===== src/rnsd_pkg.sv =====
// Ring node router package: packet and command types, codes and constants.
// No dependencies; imported by every module of the router, but not by rnsd_if.
package rnsd_pkg;

  localparam int WAIT_DEPTH_DEF = 16;
  localparam int MAX_NODES      = 256;
  localparam int CMDQ_DEPTH     = 2;
  localparam int CMDQ_AW        = $clog2(CMDQ_DEPTH);
  // remainder unit works one bit of a 9-bit dividend per cycle
  localparam int MOD_STEPS      = 9;
  localparam int MOD_CW         = $clog2(MOD_STEPS);

  localparam logic [7:0]  KIND_DISCOVERY = 8'd2;
  localparam logic [15:0] LFSR_SEED      = 16'hACE1;
  localparam logic [15:0] LFSR_MASK      = 16'hB400;

  typedef enum logic [1:0] {
    OP_LINK0 = 2'd0,
    OP_LINK1 = 2'd1,
    OP_APP   = 2'd2,
    OP_START = 2'd3
  } op_t;

  typedef enum logic [1:0] {
    PORT_LINK0 = 2'd0,
    PORT_LINK1 = 2'd1,
    PORT_APP   = 2'd2,
    PORT_DROP  = 2'd3
  } port_t;

  typedef enum logic [1:0] {
    CMD_SEND = 2'd0,
    CMD_RING = 2'd1,
    CMD_APP  = 2'd2
  } cmd_code_t;

  typedef enum logic [2:0] {
    ST_IDLE,
    ST_READ,
    ST_LOAD,
    ST_MOD,
    ST_EMIT
  } back_state_t;

  typedef struct packed {
    logic [7:0]  kind;
    logic [7:0]  hop;
    logic [7:0]  src;
    logic [7:0]  dst;
    logic [31:0] tag;
  } packet_t;

  typedef struct packed {
    cmd_code_t code;
    port_t     port;
    packet_t   pkt;
  } cmd_t;

  typedef struct packed {
    port_t   port;
    packet_t pkt;
    logic    last;
  } result_t;

endpackage


===== src/rnsd_if.sv =====
// Valid/ready channel interfaces for the ring node router.
// Input word carries one packet or command; output word carries one sent packet.
interface rnsd_in_if;
  logic        valid;
  logic        ready;
  logic [1:0]  op;
  logic [7:0]  kind;
  logic [7:0]  hop_count;
  logic [7:0]  source_node;
  logic [7:0]  destination;
  logic [31:0] packet_tag;

  modport source (output valid, op, kind, hop_count, source_node, destination, packet_tag,
                  input ready);
  modport sink   (input valid, op, kind, hop_count, source_node, destination, packet_tag,
                  output ready);
endinterface

interface rnsd_out_if;
  logic        valid;
  logic        ready;
  logic [1:0]  out_port;
  logic [7:0]  kind_res;
  logic [7:0]  hop_count_out;
  logic [7:0]  source_out;
  logic [7:0]  destination_out;
  logic [31:0] tag_out;
  logic        last;

  modport source (output valid, out_port, kind_res, hop_count_out, source_out,
                  destination_out, tag_out, last, input ready);
  modport sink   (input valid, out_port, kind_res, hop_count_out, source_out,
                  destination_out, tag_out, last, output ready);
endinterface


===== src/ring_node_shortest_direction_router.sv =====
// Top level of the ring node router: own-index register, front, queue, back.
// Depends on rnsd_pkg, rnsd_if, rnsd_front, rnsd_cmd_queue and rnsd_back.
//
//   channel    | dir | handshake          | word
//   -----------+-----+--------------------+-----------------------------------------
//   ingress    | in  | valid/ready        | op, kind, hop_count, source, dest., tag
//   egress     | out | valid/ready        | out_port, packet fields, last
//   cfg        | in  | cfg_we, no stall   | own_index (8 bits)
//
// The front takes one word a cycle while the two-entry command queue has room.
// The back handles a direct send, a ring update or a drop from the idle state; each
// packet drained from the wait store goes through read, load, nine remainder steps
// in the bit-serial unit and emit.
// Synchronous reset clears control state; the wait store is not cleared, its fill
// count guards reads. A stalled egress holds the result register and the back waits.
module ring_node_shortest_direction_router import rnsd_pkg::*; #(
  parameter int WAIT_DEPTH = WAIT_DEPTH_DEF
) (
  input  logic       clk,
  input  logic       rst,
  input  logic       cfg_we,
  input  logic [7:0] cfg_wdata,
  rnsd_in_if.sink    ingress,
  rnsd_out_if.source egress
);

  logic [7:0] own_index;
  logic       push_valid;
  logic       push_ready;
  cmd_t       push_cmd;
  logic       pop_valid;
  logic       pop_ready;
  cmd_t       pop_cmd;

  always_ff @(posedge clk) begin
    if (rst) begin
      own_index <= '0;
    end else if (cfg_we) begin
      own_index <= cfg_wdata;
    end
  end

  rnsd_front u_front (
    .ingress    (ingress),
    .own_index  (own_index),
    .push_valid (push_valid),
    .push_ready (push_ready),
    .push_cmd   (push_cmd)
  );

  rnsd_cmd_queue u_queue (
    .clk        (clk),
    .rst        (rst),
    .push_valid (push_valid),
    .push_ready (push_ready),
    .push_cmd   (push_cmd),
    .pop_valid  (pop_valid),
    .pop_ready  (pop_ready),
    .pop_cmd    (pop_cmd)
  );

  rnsd_back #(
    .WAIT_DEPTH (WAIT_DEPTH)
  ) u_back (
    .clk       (clk),
    .rst       (rst),
    .own_index (own_index),
    .cmd_valid (pop_valid),
    .cmd_ready (pop_ready),
    .cmd       (pop_cmd),
    .egress    (egress)
  );

  a_start_to_link0: assert property (@(posedge clk) disable iff (rst)
    ingress.valid && ingress.ready && ingress.op == OP_START |->
      push_cmd.code == CMD_SEND && push_cmd.port == PORT_LINK0 &&
      push_cmd.pkt.kind == KIND_DISCOVERY)
    else $error("start word not turned into a discovery send on link 0");

  a_drop_is_last: assert property (@(posedge clk) disable iff (rst)
    egress.valid && egress.out_port == PORT_DROP |-> egress.last)
    else $error("dropped word not marked last");

  a_app_is_mine: assert property (@(posedge clk) disable iff (rst)
    egress.valid && egress.out_port == PORT_APP |-> egress.destination_out == own_index)
    else $error("word for another node delivered to the app");

endmodule


===== src/rnsd_front.sv =====
// Front end: accepts input words and classifies them into back-end commands.
// Depends on rnsd_pkg and rnsd_in_if.
module rnsd_front import rnsd_pkg::*; (
  rnsd_in_if.sink    ingress,
  input  logic [7:0] own_index,
  output logic       push_valid,
  input  logic       push_ready,
  output cmd_t       push_cmd
);

  packet_t pkt_in;
  op_t     op;
  logic    for_me;
  logic    discovery;

  assign op        = op_t'(ingress.op);
  assign pkt_in    = '{kind: ingress.kind, hop: ingress.hop_count, src: ingress.source_node,
                       dst: ingress.destination, tag: ingress.packet_tag};
  assign for_me    = (ingress.destination == own_index);
  assign discovery = (ingress.kind == KIND_DISCOVERY);

  assign push_valid    = ingress.valid;
  assign ingress.ready = push_ready;

  always_comb begin
    push_cmd = '{code: CMD_APP, port: PORT_DROP, pkt: pkt_in};
    priority if (op == OP_START) begin
      push_cmd.code = CMD_SEND;
      push_cmd.port = PORT_LINK0;
      push_cmd.pkt  = '{kind: KIND_DISCOVERY, hop: 8'd0, src: own_index, dst: own_index,
                        tag: 32'd0};
    end else if (discovery && for_me) begin
      push_cmd.code = CMD_RING;
    end else if (for_me) begin
      push_cmd.code = CMD_SEND;
      push_cmd.port = PORT_APP;
    end else if (op == OP_LINK0 || op == OP_LINK1) begin
      // pass-through leaves by the opposite link
      push_cmd.code = CMD_SEND;
      push_cmd.port = (op == OP_LINK0) ? PORT_LINK1 : PORT_LINK0;
      if (discovery) begin
        push_cmd.pkt.hop = ingress.hop_count + 8'd1;
      end
    end else begin
      push_cmd.code = CMD_APP;
    end
  end

endmodule


===== src/rnsd_cmd_queue.sv =====
// Short command queue between the front and back ends of the router.
// Depends on rnsd_pkg.
module rnsd_cmd_queue import rnsd_pkg::*; (
  input  logic clk,
  input  logic rst,
  input  logic push_valid,
  output logic push_ready,
  input  cmd_t push_cmd,
  output logic pop_valid,
  input  logic pop_ready,
  output cmd_t pop_cmd
);

  cmd_t                 slot [CMDQ_DEPTH];
  logic [CMDQ_AW-1:0]   wr_ptr;
  logic [CMDQ_AW-1:0]   rd_ptr;
  logic [CMDQ_AW:0]     fill;
  logic                 do_push;
  logic                 do_pop;

  assign push_ready = (fill != (CMDQ_AW+1)'(CMDQ_DEPTH));
  assign pop_valid  = (fill != '0);
  assign pop_cmd    = slot[rd_ptr];
  assign do_push    = push_valid && push_ready;
  assign do_pop     = pop_valid && pop_ready;

  always_ff @(posedge clk) begin
    if (do_push) begin
      slot[wr_ptr] <= push_cmd;
    end
  end

  // depth is a power of two, so pointers wrap on their own
  always_ff @(posedge clk) begin
    if (rst) begin
      wr_ptr <= '0;
      rd_ptr <= '0;
      fill   <= '0;
    end else begin
      if (do_push) begin
        wr_ptr <= wr_ptr + 1'b1;
      end
      if (do_pop) begin
        rd_ptr <= rd_ptr + 1'b1;
      end
      unique case ({do_push, do_pop})
        2'b10:   fill <= fill + 1'b1;
        2'b01:   fill <= fill - 1'b1;
        default: fill <= fill;
      endcase
    end
  end

endmodule


===== src/rnsd_back.sv =====
// Back end: runs commands, holds ring state, the wait store and the output register.
// Depends on rnsd_pkg and rnsd_out_if.
module rnsd_back import rnsd_pkg::*; #(
  parameter int WAIT_DEPTH = WAIT_DEPTH_DEF
) (
  input  logic       clk,
  input  logic       rst,
  input  logic [7:0] own_index,
  input  logic       cmd_valid,
  output logic       cmd_ready,
  input  cmd_t       cmd,
  rnsd_out_if.source egress
);

  localparam int AW = $clog2(WAIT_DEPTH);
  localparam int CW = $clog2(WAIT_DEPTH + 1);
  localparam logic [8:0] RING_CAP = 9'(MAX_NODES);

  back_state_t state, state_next;

  logic [8:0]        ring_size, ring_size_next;
  logic              ring_known, ring_known_next;
  logic [AW-1:0]     head, head_next;
  logic [CW-1:0]     count, count_next;
  logic [15:0]       lfsr, lfsr_next;
  logic              pend, pend_next;

  packet_t           cur_pkt, cur_pkt_next;
  logic [8:0]        dividend, dividend_next;
  logic [8:0]        rem, rem_next;
  logic [MOD_CW-1:0] step, step_next;

  packet_t           mem [WAIT_DEPTH];
  packet_t           rd_pkt;
  logic              wr_en;
  logic [AW-1:0]     wr_addr;
  packet_t           wr_pkt;

  logic              res_valid;
  result_t           res;
  logic              emit;
  result_t           emit_res;
  logic              slot_free;

  logic              full;
  logic [AW:0]       tail_sum;
  logic [AW-1:0]     tail;
  logic [AW-1:0]     head_inc;
  logic [8:0]        ring_n;
  logic [9:0]        dividend_init;
  logic [9:0]        rem_sh;
  logic [8:0]        rem_trial;
  logic [8:0]        other_way;
  logic              tie;
  port_t             pick;
  logic [15:0]       lfsr_adv;

  assign full      = (count == CW'(WAIT_DEPTH));
  assign tail_sum  = (AW+1)'(head) + (AW+1)'(count);
  assign tail      = (tail_sum >= (AW+1)'(WAIT_DEPTH)) ?
                     AW'(tail_sum - (AW+1)'(WAIT_DEPTH)) : AW'(tail_sum);
  assign head_inc  = (head == AW'(WAIT_DEPTH - 1)) ? '0 : head + 1'b1;
  assign slot_free = !res_valid || egress.ready;

  assign ring_n = ((9'({1'b0, cmd.pkt.hop}) + 9'd1) > RING_CAP) ? RING_CAP :
                  9'({1'b0, cmd.pkt.hop}) + 9'd1;

  // offset to the destination, kept positive before the remainder
  assign dividend_init = 10'({2'b00, rd_pkt.dst}) + 10'd256 - 10'({2'b00, own_index});

  // restoring remainder, one dividend bit a cycle
  assign rem_sh    = {rem, dividend[8]};
  assign rem_trial = (rem_sh >= {1'b0, ring_size}) ? 9'(rem_sh - {1'b0, ring_size}) :
                     rem_sh[8:0];

  assign other_way = ring_size - rem;
  assign tie       = (rem == other_way);
  assign lfsr_adv  = {1'b0, lfsr[15:1]} ^ (lfsr[0] ? LFSR_MASK : 16'h0000);

  always_comb begin
    if (rem > other_way) begin
      pick = PORT_LINK0;
    end else if (rem < other_way) begin
      pick = PORT_LINK1;
    end else begin
      pick = lfsr[0] ? PORT_LINK1 : PORT_LINK0;
    end
  end

  // next state
  always_comb begin
    state_next = state;
    unique case (state)
      ST_IDLE: begin
        if (cmd_valid && cmd.code == CMD_APP && ring_known) begin
          state_next = ST_READ;
        end
      end
      ST_READ: state_next = ST_LOAD;
      ST_LOAD: state_next = ST_MOD;
      ST_MOD: begin
        if (step == '0) begin
          state_next = ST_EMIT;
        end
      end
      ST_EMIT: begin
        if (slot_free) begin
          state_next = (count == CW'(1)) ? ST_IDLE : ST_READ;
        end
      end
      default: state_next = ST_IDLE;
    endcase
  end

  // datapath control
  always_comb begin
    emit            = 1'b0;
    emit_res        = '{port: PORT_DROP, pkt: cmd.pkt, last: 1'b1};
    cmd_ready       = 1'b0;
    wr_en           = 1'b0;
    wr_addr         = tail;
    wr_pkt          = cmd.pkt;
    ring_size_next  = ring_size;
    ring_known_next = ring_known;
    head_next       = head;
    count_next      = count;
    lfsr_next       = lfsr;
    pend_next       = pend;
    cur_pkt_next    = cur_pkt;
    dividend_next   = dividend;
    rem_next        = rem;
    step_next       = step;
    unique case (state)
      ST_IDLE: begin
        if (cmd_valid) begin
          unique case (cmd.code)
            CMD_SEND: begin
              if (slot_free) begin
                emit          = 1'b1;
                emit_res.port = cmd.port;
                cmd_ready     = 1'b1;
              end
            end
            CMD_RING: begin
              ring_size_next  = ring_n;
              ring_known_next = 1'b1;
              cmd_ready       = 1'b1;
            end
            CMD_APP: begin
              if (full) begin
                if (ring_known) begin
                  // drain first, the new word goes in afterwards
                  pend_next = 1'b1;
                end else if (slot_free) begin
                  emit      = 1'b1;
                  cmd_ready = 1'b1;
                end
              end else begin
                wr_en      = 1'b1;
                count_next = count + 1'b1;
                pend_next  = 1'b0;
                if (!ring_known) begin
                  cmd_ready = 1'b1;
                end
              end
            end
            default: cmd_ready = 1'b1;
          endcase
        end
      end
      ST_READ: begin
      end
      ST_LOAD: begin
        cur_pkt_next  = rd_pkt;
        dividend_next = dividend_init[8:0];
        rem_next      = '0;
        step_next     = MOD_CW'(MOD_STEPS - 1);
      end
      ST_MOD: begin
        dividend_next = {dividend[7:0], 1'b0};
        rem_next      = rem_trial;
        step_next     = step - 1'b1;
      end
      ST_EMIT: begin
        if (slot_free) begin
          emit          = 1'b1;
          emit_res.port = pick;
          emit_res.pkt  = cur_pkt;
          emit_res.last = (count == CW'(1));
          head_next     = head_inc;
          count_next    = count - 1'b1;
          if (tie) begin
            lfsr_next = lfsr_adv;
          end
          if (count == CW'(1)) begin
            cmd_ready = 1'b1;
            if (pend) begin
              wr_en      = 1'b1;
              wr_addr    = head_inc;
              count_next = CW'(1);
            end
          end
        end
      end
      default: begin
      end
    endcase
  end

  always_ff @(posedge clk) begin
    if (wr_en) begin
      mem[wr_addr] <= wr_pkt;
    end
    rd_pkt <= mem[head];
  end

  always_ff @(posedge clk) begin
    if (rst) begin
      state      <= ST_IDLE;
      ring_size  <= '0;
      ring_known <= 1'b0;
      head       <= '0;
      count      <= '0;
      lfsr       <= LFSR_SEED;
      pend       <= 1'b0;
      res_valid  <= 1'b0;
    end else begin
      state      <= state_next;
      ring_size  <= ring_size_next;
      ring_known <= ring_known_next;
      head       <= head_next;
      count      <= count_next;
      lfsr       <= lfsr_next;
      pend       <= pend_next;
      if (emit) begin
        res_valid <= 1'b1;
      end else if (egress.ready) begin
        res_valid <= 1'b0;
      end
    end
  end

  always_ff @(posedge clk) begin
    cur_pkt  <= cur_pkt_next;
    dividend <= dividend_next;
    rem      <= rem_next;
    step     <= step_next;
    if (emit) begin
      res <= emit_res;
    end
  end

  assign egress.valid           = res_valid;
  assign egress.out_port        = res.port;
  assign egress.kind_res        = res.pkt.kind;
  assign egress.hop_count_out   = res.pkt.hop;
  assign egress.source_out      = res.pkt.src;
  assign egress.destination_out = res.pkt.dst;
  assign egress.tag_out         = res.pkt.tag;
  assign egress.last            = res.last;

endmodule

===== src/flat_wrapper.sv =====
// flat-port wrapper written by rule: the top's interface ports become plain ports
module ring_node_shortest_direction_router_flat import rnsd_pkg::*;
#(
  parameter int WAIT_DEPTH = WAIT_DEPTH_DEF
)
  (clk, rst, cfg_we, cfg_wdata, ingress_valid, ingress_op, ingress_kind, ingress_hop_count, ingress_source_node, ingress_destination, ingress_packet_tag, ingress_ready, egress_valid, egress_out_port, egress_kind_res, egress_hop_count_out, egress_source_out, egress_destination_out, egress_tag_out, egress_last, egress_ready);
  rnsd_in_if ingress_i ();
  rnsd_out_if egress_i ();
  input  logic clk;
  input  logic rst;
  input  logic cfg_we;
  input  logic [7:0] cfg_wdata;
  input wire logic [$bits(ingress_i.valid)-1:0] ingress_valid;
  input wire logic [$bits(ingress_i.op)-1:0] ingress_op;
  input wire logic [$bits(ingress_i.kind)-1:0] ingress_kind;
  input wire logic [$bits(ingress_i.hop_count)-1:0] ingress_hop_count;
  input wire logic [$bits(ingress_i.source_node)-1:0] ingress_source_node;
  input wire logic [$bits(ingress_i.destination)-1:0] ingress_destination;
  input wire logic [$bits(ingress_i.packet_tag)-1:0] ingress_packet_tag;
  output wire logic [$bits(ingress_i.ready)-1:0] ingress_ready;
  output wire logic [$bits(egress_i.valid)-1:0] egress_valid;
  output wire logic [$bits(egress_i.out_port)-1:0] egress_out_port;
  output wire logic [$bits(egress_i.kind_res)-1:0] egress_kind_res;
  output wire logic [$bits(egress_i.hop_count_out)-1:0] egress_hop_count_out;
  output wire logic [$bits(egress_i.source_out)-1:0] egress_source_out;
  output wire logic [$bits(egress_i.destination_out)-1:0] egress_destination_out;
  output wire logic [$bits(egress_i.tag_out)-1:0] egress_tag_out;
  output wire logic [$bits(egress_i.last)-1:0] egress_last;
  input wire logic [$bits(egress_i.ready)-1:0] egress_ready;
  assign ingress_i.valid = ingress_valid;
  assign ingress_i.op = ingress_op;
  assign ingress_i.kind = ingress_kind;
  assign ingress_i.hop_count = ingress_hop_count;
  assign ingress_i.source_node = ingress_source_node;
  assign ingress_i.destination = ingress_destination;
  assign ingress_i.packet_tag = ingress_packet_tag;
  assign ingress_ready = ingress_i.ready;
  assign egress_valid = egress_i.valid;
  assign egress_out_port = egress_i.out_port;
  assign egress_kind_res = egress_i.kind_res;
  assign egress_hop_count_out = egress_i.hop_count_out;
  assign egress_source_out = egress_i.source_out;
  assign egress_destination_out = egress_i.destination_out;
  assign egress_tag_out = egress_i.tag_out;
  assign egress_last = egress_i.last;
  assign egress_i.ready = egress_ready;
  ring_node_shortest_direction_router #(.WAIT_DEPTH(WAIT_DEPTH)) u_core (.clk(clk), .rst(rst), .cfg_we(cfg_we), .cfg_wdata(cfg_wdata), .ingress(ingress_i), .egress(egress_i));
endmodule

===== config.mk =====
export PLATFORM = sky130hd
export DESIGN_NAME = ring_node_shortest_direction_router_flat
export DESIGN_NICKNAME = d
export VERILOG_FILES = /design/src/rnsd_pkg.sv /design/src/rnsd_if.sv /design/src/ring_node_shortest_direction_router.sv /design/src/rnsd_front.sv /design/src/rnsd_cmd_queue.sv /design/src/rnsd_back.sv /design/src/flat_wrapper.sv
export SDC_FILE = /design/constraint.sdc
export NUM_CORES = 1
export LEC_CHECK = 0
export ABC_CLOCK_PERIOD_IN_PS = 7200
export BUFFER_PORTS_ARGS = -buffer_cell sky130_fd_sc_hd__buf_2
export CORE_MARGIN = 2
export CORE_UTILIZATION = 62
export DETAILED_ROUTE_END_ITERATION = 12
export GPL_TIMING_DRIVEN = 0
export PLACE_DENSITY = 0.79
export SYNTH_ARGS = -nofsm -noshare
export SYNTH_HDL_FRONTEND = slang
export SYNTH_SLANG_ARGS = --single-unit

===== constraint.sdc =====
create_clock -name clk -period 7.2 [get_ports clk]
set_clock_uncertainty 0.1 [all_clocks]
set_input_delay 1.44 -clock clk [delete_from_list [all_inputs] [get_ports clk]]
set_output_delay 1.44 -clock clk [all_outputs]
set_load 0.02 [all_outputs]

==> run summary, run 1 <==
The logs give 58 for the maximum number of pins on one net before global-route repair and 0 for the total congestion overflow after global routing. The most frequent standard cell in the layout excluding fill and tap cells is sky130_fd_sc_hd__edfxtp_1. The share of total power dissipated in the clock network is 37.3%. The final route contains 29,071 vias. The min-delay analysis places its worst path in the category reg2reg.

The run gives 62.5% as the initial cell density of the core. The post-cts gate resize count is 0, and the cell count after placement is 4,031. Counting every net in the synthesized netlist gives 2,800. The later pin in the worst-skew pair is clocked with a latency of 750 ps.

The average routed wire per standard cell was 32.8 um; the share of synthesized registers carrying an async set or reset was 0%. The tools report the largest buffer count on any clock path as 3. The internal power was 0.0148 W; the number of levels in the clock H-tree was 4.

The core region is 88,200 sq um. The logs give 0 for the number of failing setup endpoints in the final timing report and 71 for the count of cell types in the netlist. For this design the ratio of total power to cell area is 310 nW/um^2. The top cell type's share of synthesized area came out at 71.5%. TritonCTS built the clock tree.

The number of global-route vias before repair was 29,528; the post-synthesis area per instance was 20.6 sq um. The tools report the Yosys warning count as 0. Worst-case vdd ir drop: 280 uV. In this run the vertical extent of the chip is 302 um. Of the synthesized area, sequential elements account for 75.8%.

The relative contribution of sequential cells to total power is 52.4%. The footprint of the multi-input gates came out at 12,700 sq um. The most area-hungry cell type in the Yosys netlist is sky130_fd_sc_hd__edfxtp_1.

The detail route stage leaves a number of antenna-violating nets equal to 0. Dividing the detail-routed via count by the number of cells gives 6.78. The floorplan step set the die width to 302 um. Cells with a size suffix above 1 make up 29.7% of the layout.

The post-synthesis sequential element count came out at 1,430. Setup repair after global routing left no endpoint under its margin. The tools report the placer congestion estimate as 0.867. The cell family contributing the most delay on the critical path is buffers and inverters. The tools report the net switching power of the design as 0.00468 W. The run gives 0 as the number of hold violations in the final report. The post-CTS clock slew at the launch and capture registers of the worst setup and hold paths came out at 60 ps.

The logs give 10.3% for the logic gate share of total power and 0 for the total count of max-transition violations in the final report. Most repeated library cell on the critical path: sky130_fd_sc_hd__buf_12. For the worst setup path, the data arrival time is 5900 ps.

The longest individual stage delay on the worst path works out to 640 ps. In the global route stage, overall resource usage came out at 31.5%. The achievable clock frequency is 180 MHz. The residual DRC count was 0; the iteration-0 DRC count of the detailed router was 3,934.

The worst setup path is of the reg2reg kind. After clock tree synthesis, the setup repair step added 0 buffers. Number of antenna violations at the first check in global routing: 3. Registers take 41,800 sq um. The signal on the critical path passes through clkbuf_1 -> buf_2 -> buf_1 -> inv_1 -> fa_1 -> xnor2_1 -> o31ai_1 -> nand2_1 -> nor2_4 -> buf_12 -> buf_12 -> buf_16.

After layout, the minimum clock period comes to 5560 ps. Summed over all cells, the static leakage comes to 20.3 nW. Most common flop cell mapped by yosys: sky130_fd_sc_hd__edfxtp_1. STA classifies the critical path endpoint as a flip-flop. Of all nets on the critical path, the largest fanout is 21. Number of buffers added on ports: 145.

The clock root buffer was sky130_fd_sc_hd__clkbuf_16. Buffers inserted during clock tree synthesis total 138. The layout-stage area growth over the synthesis result came out at 14.3%.

The run gives 4,287 as the number of standard cells in the final layout excluding fillers. The number of maximum-capacitance violations was 0; the transition time of the tightest slew-check pin was 1310 ps. The run gives 2,672 as the post-synthesis instance total. Buffers inserted to repair hold after CTS numbered 0.

The run finished with clean final reports. Together, buffers and inverters on the worst path number 7. The area of the mapped netlist is 55,100 sq um. The overall die area came out at 91,300 sq um. The startpoint class of the critical path is a flip-flop. The share of total power consumed by net switching is 24.0%, and the number of enable-type register cells in the synthesized netlist is 1,313.

In the layout the commonest cells are 1,313 x sky130_fd_sc_hd__edfxtp_1, 319 x sky130_fd_sc_hd__mux4_2, 186 x sky130_fd_sc_hd__buf_2. Highest-delay cell along the critical path: sky130_fd_sc_hd__buf_1. The count of boundary I/O pins came out at 148. After filler insertion, the fill cell instance count of the layout stands at 4,760.

Sorting the synthesized cells by area gives the leading types as sky130_fd_sc_hd__edfxtp_1 72%, sky130_fd_sc_hd__mux4_2 13%, sky130_fd_sc_hd__dfxtp_1 4.2%. The wire-length estimate of the detail-placed layout is 81.4 mm. Counting every sink on the clock net gives 1,430. The logs give 7540 ps for the data required time of the critical path and 12.0% for the worst slew margin relative to its limit. After detailed routing, the total wire length is 141 mm.

The share of the cycle needed by the critical path after routing works out to 77.2%. Overall power consumption after layout is estimated at 0.0195 W. The number of core rows was 109. After the last flow step, the layout net total stands at 3,134.

The first global-routing pass estimated 203 mm of wire. The first TritonRoute pass finished after 6 iterations.
## path summary, 6_finish.rpt
kind | from | to | slack, ps | cells after the start
setup / recovery | u_core.u_back.head[1] | u_core.u_back.mem[10][30] | 1640 | 12
hold / removal | u_core.u_back.rd_pkt[59] | u_core.u_back.cur_pkt[59] | 300 | 0
setup reg to reg | u_core.u_back.head[1] | u_core.u_back.mem[10][30] | 1640 | 12
hold reg to reg | u_core.u_back.rd_pkt[59] | u_core.u_back.cur_pkt[59] | 300 | 0
## per-layer routing
metal  share of wire (%)  global-route usage (%)
met5               0.019                       0
met4                 4.0                    12.5
met3                  11                    7.47
met2                  50                    51.9
met1                  35                    41.0
## stage by stage
step	instance area, sq um	setup slack [ps]	hold slack, ps	TNS (ps)	utilization [%]
floorplan	55100	1350	286	0	-
global placement	57300	-2650	290	-2305290	64.9
detailed placement	58500	2000	289	0	66.3
CTS	63000	1810	293	0	71.4
global route	63000	1570	311	0	71.4
finish	63000	1640	301	0	71.4
## registers in the layout (all words and copies together), names as in the netlist, 2 cells and up, named ones only
signal / count
u_core.own_index: 8
u_core.u_queue.fill: 2
u_core.u_back.ring_size: 9
u_core.u_back.egress.hop_count_out: 8
u_core.u_back.egress.source_out: 8
u_core.u_back.egress.kind_res: 8
u_core.u_back.head: 4
u_core.u_back.rd_pkt: 64
u_core.u_back.egress.out_port: 2
u_core.u_back.lfsr: 16
u_core.u_back.step: 4
u_core.u_back.dividend: 9
u_core.u_back.egress.destination_out: 8
u_core.u_back.mem: 1024
u_core.u_back.state: 3
u_core.u_back.egress.tag_out: 32
u_core.u_back.cur_pkt: 64
u_core.u_queue.slot: 136
u_core.u_back.count: 5
u_core.u_back.rem: 9
## logic make-up after synthesis
| group | share of synthesized area (%) |
|---|---|
| DFF | 75.8 |
| muxes | 15.8 |
| and+or+nand+nor | 3.46 |
| buffers and inverters | 1.37 |
| AOI/OAI and AO/OA | 1.69 |
| adders and majority gates | 1.17 |
| xor gates and xnor gates | 0.747 |
## Yosys cell counts (3+ instances only)
library cell,count
sky130_fd_sc_hd__o31ai_1,5
sky130_fd_sc_hd__or3_1,5
sky130_fd_sc_hd__a211o_1,4
sky130_fd_sc_hd__mux2_2,115
sky130_fd_sc_hd__xnor2_1,28
sky130_fd_sc_hd__nand3b_1,9
sky130_fd_sc_hd__xor2_1,19
sky130_fd_sc_hd__o21ai_0,27
sky130_fd_sc_hd__nor4_1,3
sky130_fd_sc_hd__a211oi_1,16
sky130_fd_sc_hd__nor3_1,24
sky130_fd_sc_hd__inv_1,50
sky130_fd_sc_hd__buf_6,6
sky130_fd_sc_hd__nand3_1,19
sky130_fd_sc_hd__nand2b_1,14
sky130_fd_sc_hd__and3_1,8
sky130_fd_sc_hd__a21o_1,3
sky130_fd_sc_hd__o21a_1,7
sky130_fd_sc_hd__edfxtp_1,1313
sky130_fd_sc_hd__nor2_1,93
sky130_fd_sc_hd__nand2_1,108
sky130_fd_sc_hd__nand2_2,4
sky130_fd_sc_hd__a31oi_1,12
sky130_fd_sc_hd__buf_4,4
sky130_fd_sc_hd__nor3b_1,3
sky130_fd_sc_hd__ha_1,45
sky130_fd_sc_hd__buf_1,4
sky130_fd_sc_hd__nor2b_1,7
sky130_fd_sc_hd__clkbuf_1,67
sky130_fd_sc_hd__or2_2,3
sky130_fd_sc_hd__and2_1,44
sky130_fd_sc_hd__buf_2,41
sky130_fd_sc_hd__mux4_2,319
sky130_fd_sc_hd__fa_1,4
sky130_fd_sc_hd__dfxtp_1,117
sky130_fd_sc_hd__mux2i_1,20
sky130_fd_sc_hd__a21oi_1,52
sky130_fd_sc_hd__nand4_1,10
## layout make-up
cell class | instances | share of cell area, %
Antenna cell | 3 | 0.0119
Clock inverter | 63 | 1.02
Tap cell | 1165 | 2.31
Buffer | 122 | 0.904
Inverter | 50 | 0.298
Timing Repair Buffer | 194 | 2.80
Multi-Input combinational cell | 1070 | 20.2
Sequential cell | 1430 | 66.3
Clock buffer | 190 | 6.12
## power groups by stage
stage	Clock, W	Sequential, W	Combinational [W]
after global placement	0	0.0104	0.00176
after global routing	0.00761	0.0103	0.00216
final	0.00727	0.0102	0.00202
after floorplan	0	0.0105	0.00111
after CTS	0.00733	0.0102	0.00198
after detailed placement	0	0.0104	0.00195
Note: power is estimated with default switching activity, not from simulation.
==> run 2: changes to the inputs <==
--- a/config.mk
+++ b/config.mk
@@ -5,13 +5,13 @@
 export SDC_FILE = /design/constraint.sdc
 export NUM_CORES = 1
 export LEC_CHECK = 0
-export ABC_CLOCK_PERIOD_IN_PS = 7200
+export ABC_CLOCK_PERIOD_IN_PS = 4500
 export BUFFER_PORTS_ARGS = -buffer_cell sky130_fd_sc_hd__buf_2
 export CORE_MARGIN = 2
-export CORE_UTILIZATION = 62
+export CORE_UTILIZATION = 56
 export DETAILED_ROUTE_END_ITERATION = 12
 export GPL_TIMING_DRIVEN = 0
-export PLACE_DENSITY = 0.79
+export PLACE_DENSITY = 0.76
 export SYNTH_ARGS = -nofsm -noshare
 export SYNTH_HDL_FRONTEND = slang
 export SYNTH_SLANG_ARGS = --single-unit
==> constraint.sdc (replaced) <==
create_clock -name clk -period 4.5 [get_ports clk]
set_clock_uncertainty 0.1 [all_clocks]
set_input_delay 0.9 -clock clk [delete_from_list [all_inputs] [get_ports clk]]
set_output_delay 0.9 -clock clk [all_outputs]
set_load 0.02 [all_outputs]
==> run summary, run 2 (synthesis gave the netlist of run 1 again) <==
The run finished with clean final reports. Number of standard cells in the final layout excluding fillers: 4,425 (was 4,287). Residual DRC count: 0 (unchanged). The number of maximum-capacitance violations was 0 (unchanged). The logs give 14.3% (was 12.0%) for the worst slew margin relative to its limit and 3,713 (was 3,934) for the iteration-0 DRC count of the detailed router. The minimum setup slack in the final design is 55.5 ps (was 1640 ps), and the cell area after layout is 63,300 sq um (was 63,000 sq um). The number of sinks on the clock net was 1,430 (unchanged).

The critical path class was reg2reg (unchanged). The number of buffers added on ports was 145 (unchanged); the cts-stage hold buffer count was 0 (unchanged). The half-perimeter wire length of the detailed placement result is 80.4 mm (was 81.4 mm), and the number of vias after detailed routing is 28,794 (was 29,071). Startpoint class of the critical path: a flip-flop (unchanged). The number of buffers created by CTS is 141 (was 138), and the data arrival time of the worst path is 4780 ps (was 5900 ps). The number of global-route vias before repair came out at 29,654 (was 29,528).

The overall die area was 101,000 sq um (was 91,300 sq um); the number of hold violations in the final report was 0 (unchanged). For the total congestion overflow after global routing, the log shows 0 (unchanged). Capturing element type of the critical path: a flip-flop (unchanged). Initial cell density of the core: 56.3% (was 62.5%). The largest fanout on the critical path works out to 22 (was 21). The run gives 20.4 nW (was 20.3 nW) as the leakage component of the power. The x dimension of the die works out to 318 um (was 302 um). The run gives 58 (unchanged) as the maximum number of pins on one net before global-route repair. The worst-case vdd ir drop was 310 uV (was 280 uV); the minimum clock period after layout was 4440 ps (was 5560 ps). Detailed-routing iteration count for the pre-antenna-repair pass: 5 (was 6). Achievable clock frequency: 225 MHz (was 180 MHz). Setup repair after global routing left no endpoint under its margin. The share of the cycle needed by the critical path after routing was 98.8% (was 77.2%); the later-pin clock latency in the skew report was 760 ps (was 750 ps). Post-detailed-placement cell area: 58,700 sq um (was 58,500 sq um). The path class of the lowest-slack min-delay path was in2reg (was reg2reg). The layout-stage area growth over the synthesis result was 14.9% (was 14.3%).

The number of levels in the clock H-tree came out at 4 (unchanged). The cell count of the worst hold path is 3 (was 0), and the first-pass GRT wire length is 201 mm (was 203 mm). Ratio of total power to cell area: 495 nW/um^2 (was 310 nW/um^2). The transition time of the tightest slew-check pin works out to 1290 ps (was 1310 ps). The cell count after placement was 4,153 (was 4,031); the average routed wire per standard cell was 31.7 um (was 32.8 um).

The tools report the final net count as 3,146 (was 3,134). The tools report the data required time of the critical path as 4830 ps (was 7540 ps). The worst reg-to-reg path cell count came out at 9 (was 12). The post-CTS clock slew at the launch and capture registers of the worst setup and hold paths was 60 ps (about the same). For the total count of max-transition violations in the final report, the log shows 0 (unchanged).

Register containing the most flip-flops in the final layout: u_core.u_back.mem (unchanged). For the core box area, the log shows 98,000 sq um (was 88,200 sq um). The fraction of layout instances using a drive strength above 1 was 30.0% (was 29.7%). The per-cell via count in the routed design was 6.51 (was 6.78).

TritonCTS built the clock tree. The largest buffer count on any clock path came out at 3 (unchanged). Commonest cells after routing, fill and taps aside: 1,313 x sky130_fd_sc_hd__edfxtp_1, 319 x sky130_fd_sc_hd__mux4_2, 185 x sky130_fd_sc_hd__buf_2 (was 1,313 x sky130_fd_sc_hd__edfxtp_1, 319 x sky130_fd_sc_hd__mux4_2, 186 x sky130_fd_sc_hd__buf_2).

The count of boundary I/O pins was 148 (unchanged). The height of the die was 318 um (was 302 um). The run gives 0 (unchanged) as the final antenna-violating net count.

The clock root buffer was sky130_fd_sc_hd__clkbuf_16 (unchanged). Largest regs: u_core.u_back.mem x1024, u_core.u_queue.slot x136 (unchanged). The run gives 64.6% (was 71.4%) as the final core utilization. The tools report the number of antenna violations at the first check in global routing as 5 (was 3). Most frequent standard cell in the layout excluding fill and tap cells: sky130_fd_sc_hd__edfxtp_1 (unchanged).

The number of core rows was 115 (was 109). The logs give 0.874 (was 0.867) for the placer congestion estimate and 140 mm (was 141 mm) for the detailed-route wire length. The number of failing setup endpoints in the final timing report was 0 (unchanged). The total routing usage reported by global routing came out at 28.0% (was 31.5%). Number of flip-flops in the largest register: 1,024 (unchanged).

The tools report the pre-CTS setup slack as -623 ps (was 2000 ps). The tools report the aggregate negative setup slack as 0 ps (unchanged).
==> run 2: routing by layer <==
metal	routed length (um)	share of wire (%)	track usage, %
met5	0	0	0
met4	6700	4.8	12.9
met3	13600	9.7	5.16
met2	70400	50	47.1
met1	49600	35	35.6
==> run 2: through the flow <==
step,hold slack [ps],total power (W)
after floorplan,286,0.0185
after global placement,288,0.0195
after detailed placement,289,0.0197
after CTS,270,0.0314
after global routing,308,0.0322
final,299,0.0314
==> run 2: path summary, 6_finish.rpt <==
check                                         startpoint                         to  slack [ps]
worst max-delay path               u_core.u_back.head[1]   u_core.u_back.mem[9][32]          60
worst min-delay path                        cfg_wdata[4]        u_core.own_index[4]         300
worst max register to register     u_core.u_back.head[1]   u_core.u_back.mem[9][32]          60
worst min register to register  u_core.u_back.rd_pkt[22]  u_core.u_back.cur_pkt[22]         300
==> run 2: report_power, final <==
group / leakage (nW) / internal, W / switching, W
Clock: 2.25 / 0.00682 / 0.00495
Combinational: 5.26 / 0.000981 / 0.00225
Sequential: 12.9 / 0.0161 / 0.000240
==> run 2: final cells by class <==
type | count | area, sq um
Tap cell | 1287 | 1610
Sequential cell | 1430 | 41800
Inverter | 50 | 188
Multi-Input combinational cell | 1074 | 12800
Clock buffer | 188 | 3880
Clock inverter | 68 | 701
Buffer | 121 | 569
Timing Repair Buffer | 200 | 1830
Antenna cell | 7 | 17.5
Fill cell | 6049 | 34700
==> run 2: critical path, cell delays in order, from the launching register on <==
cell	delay [ps]
sky130_fd_sc_hd__dfxtp_1	410
sky130_fd_sc_hd__clkbuf_1	560
sky130_fd_sc_hd__buf_4	460
sky130_fd_sc_hd__inv_1	160
sky130_fd_sc_hd__fa_1	490
sky130_fd_sc_hd__xor2_1	310
sky130_fd_sc_hd__a31oi_1	420
sky130_fd_sc_hd__nor2_4	620
sky130_fd_sc_hd__buf_12	300
sky130_fd_sc_hd__buf_12	250
==> run 2: timing repair <==
item                       CTS  global route
gates resized for setup      3             3
pin swaps                    7             0
setup buffers                6             0
setup endpoints to repair  899            22
cloned                       4             0
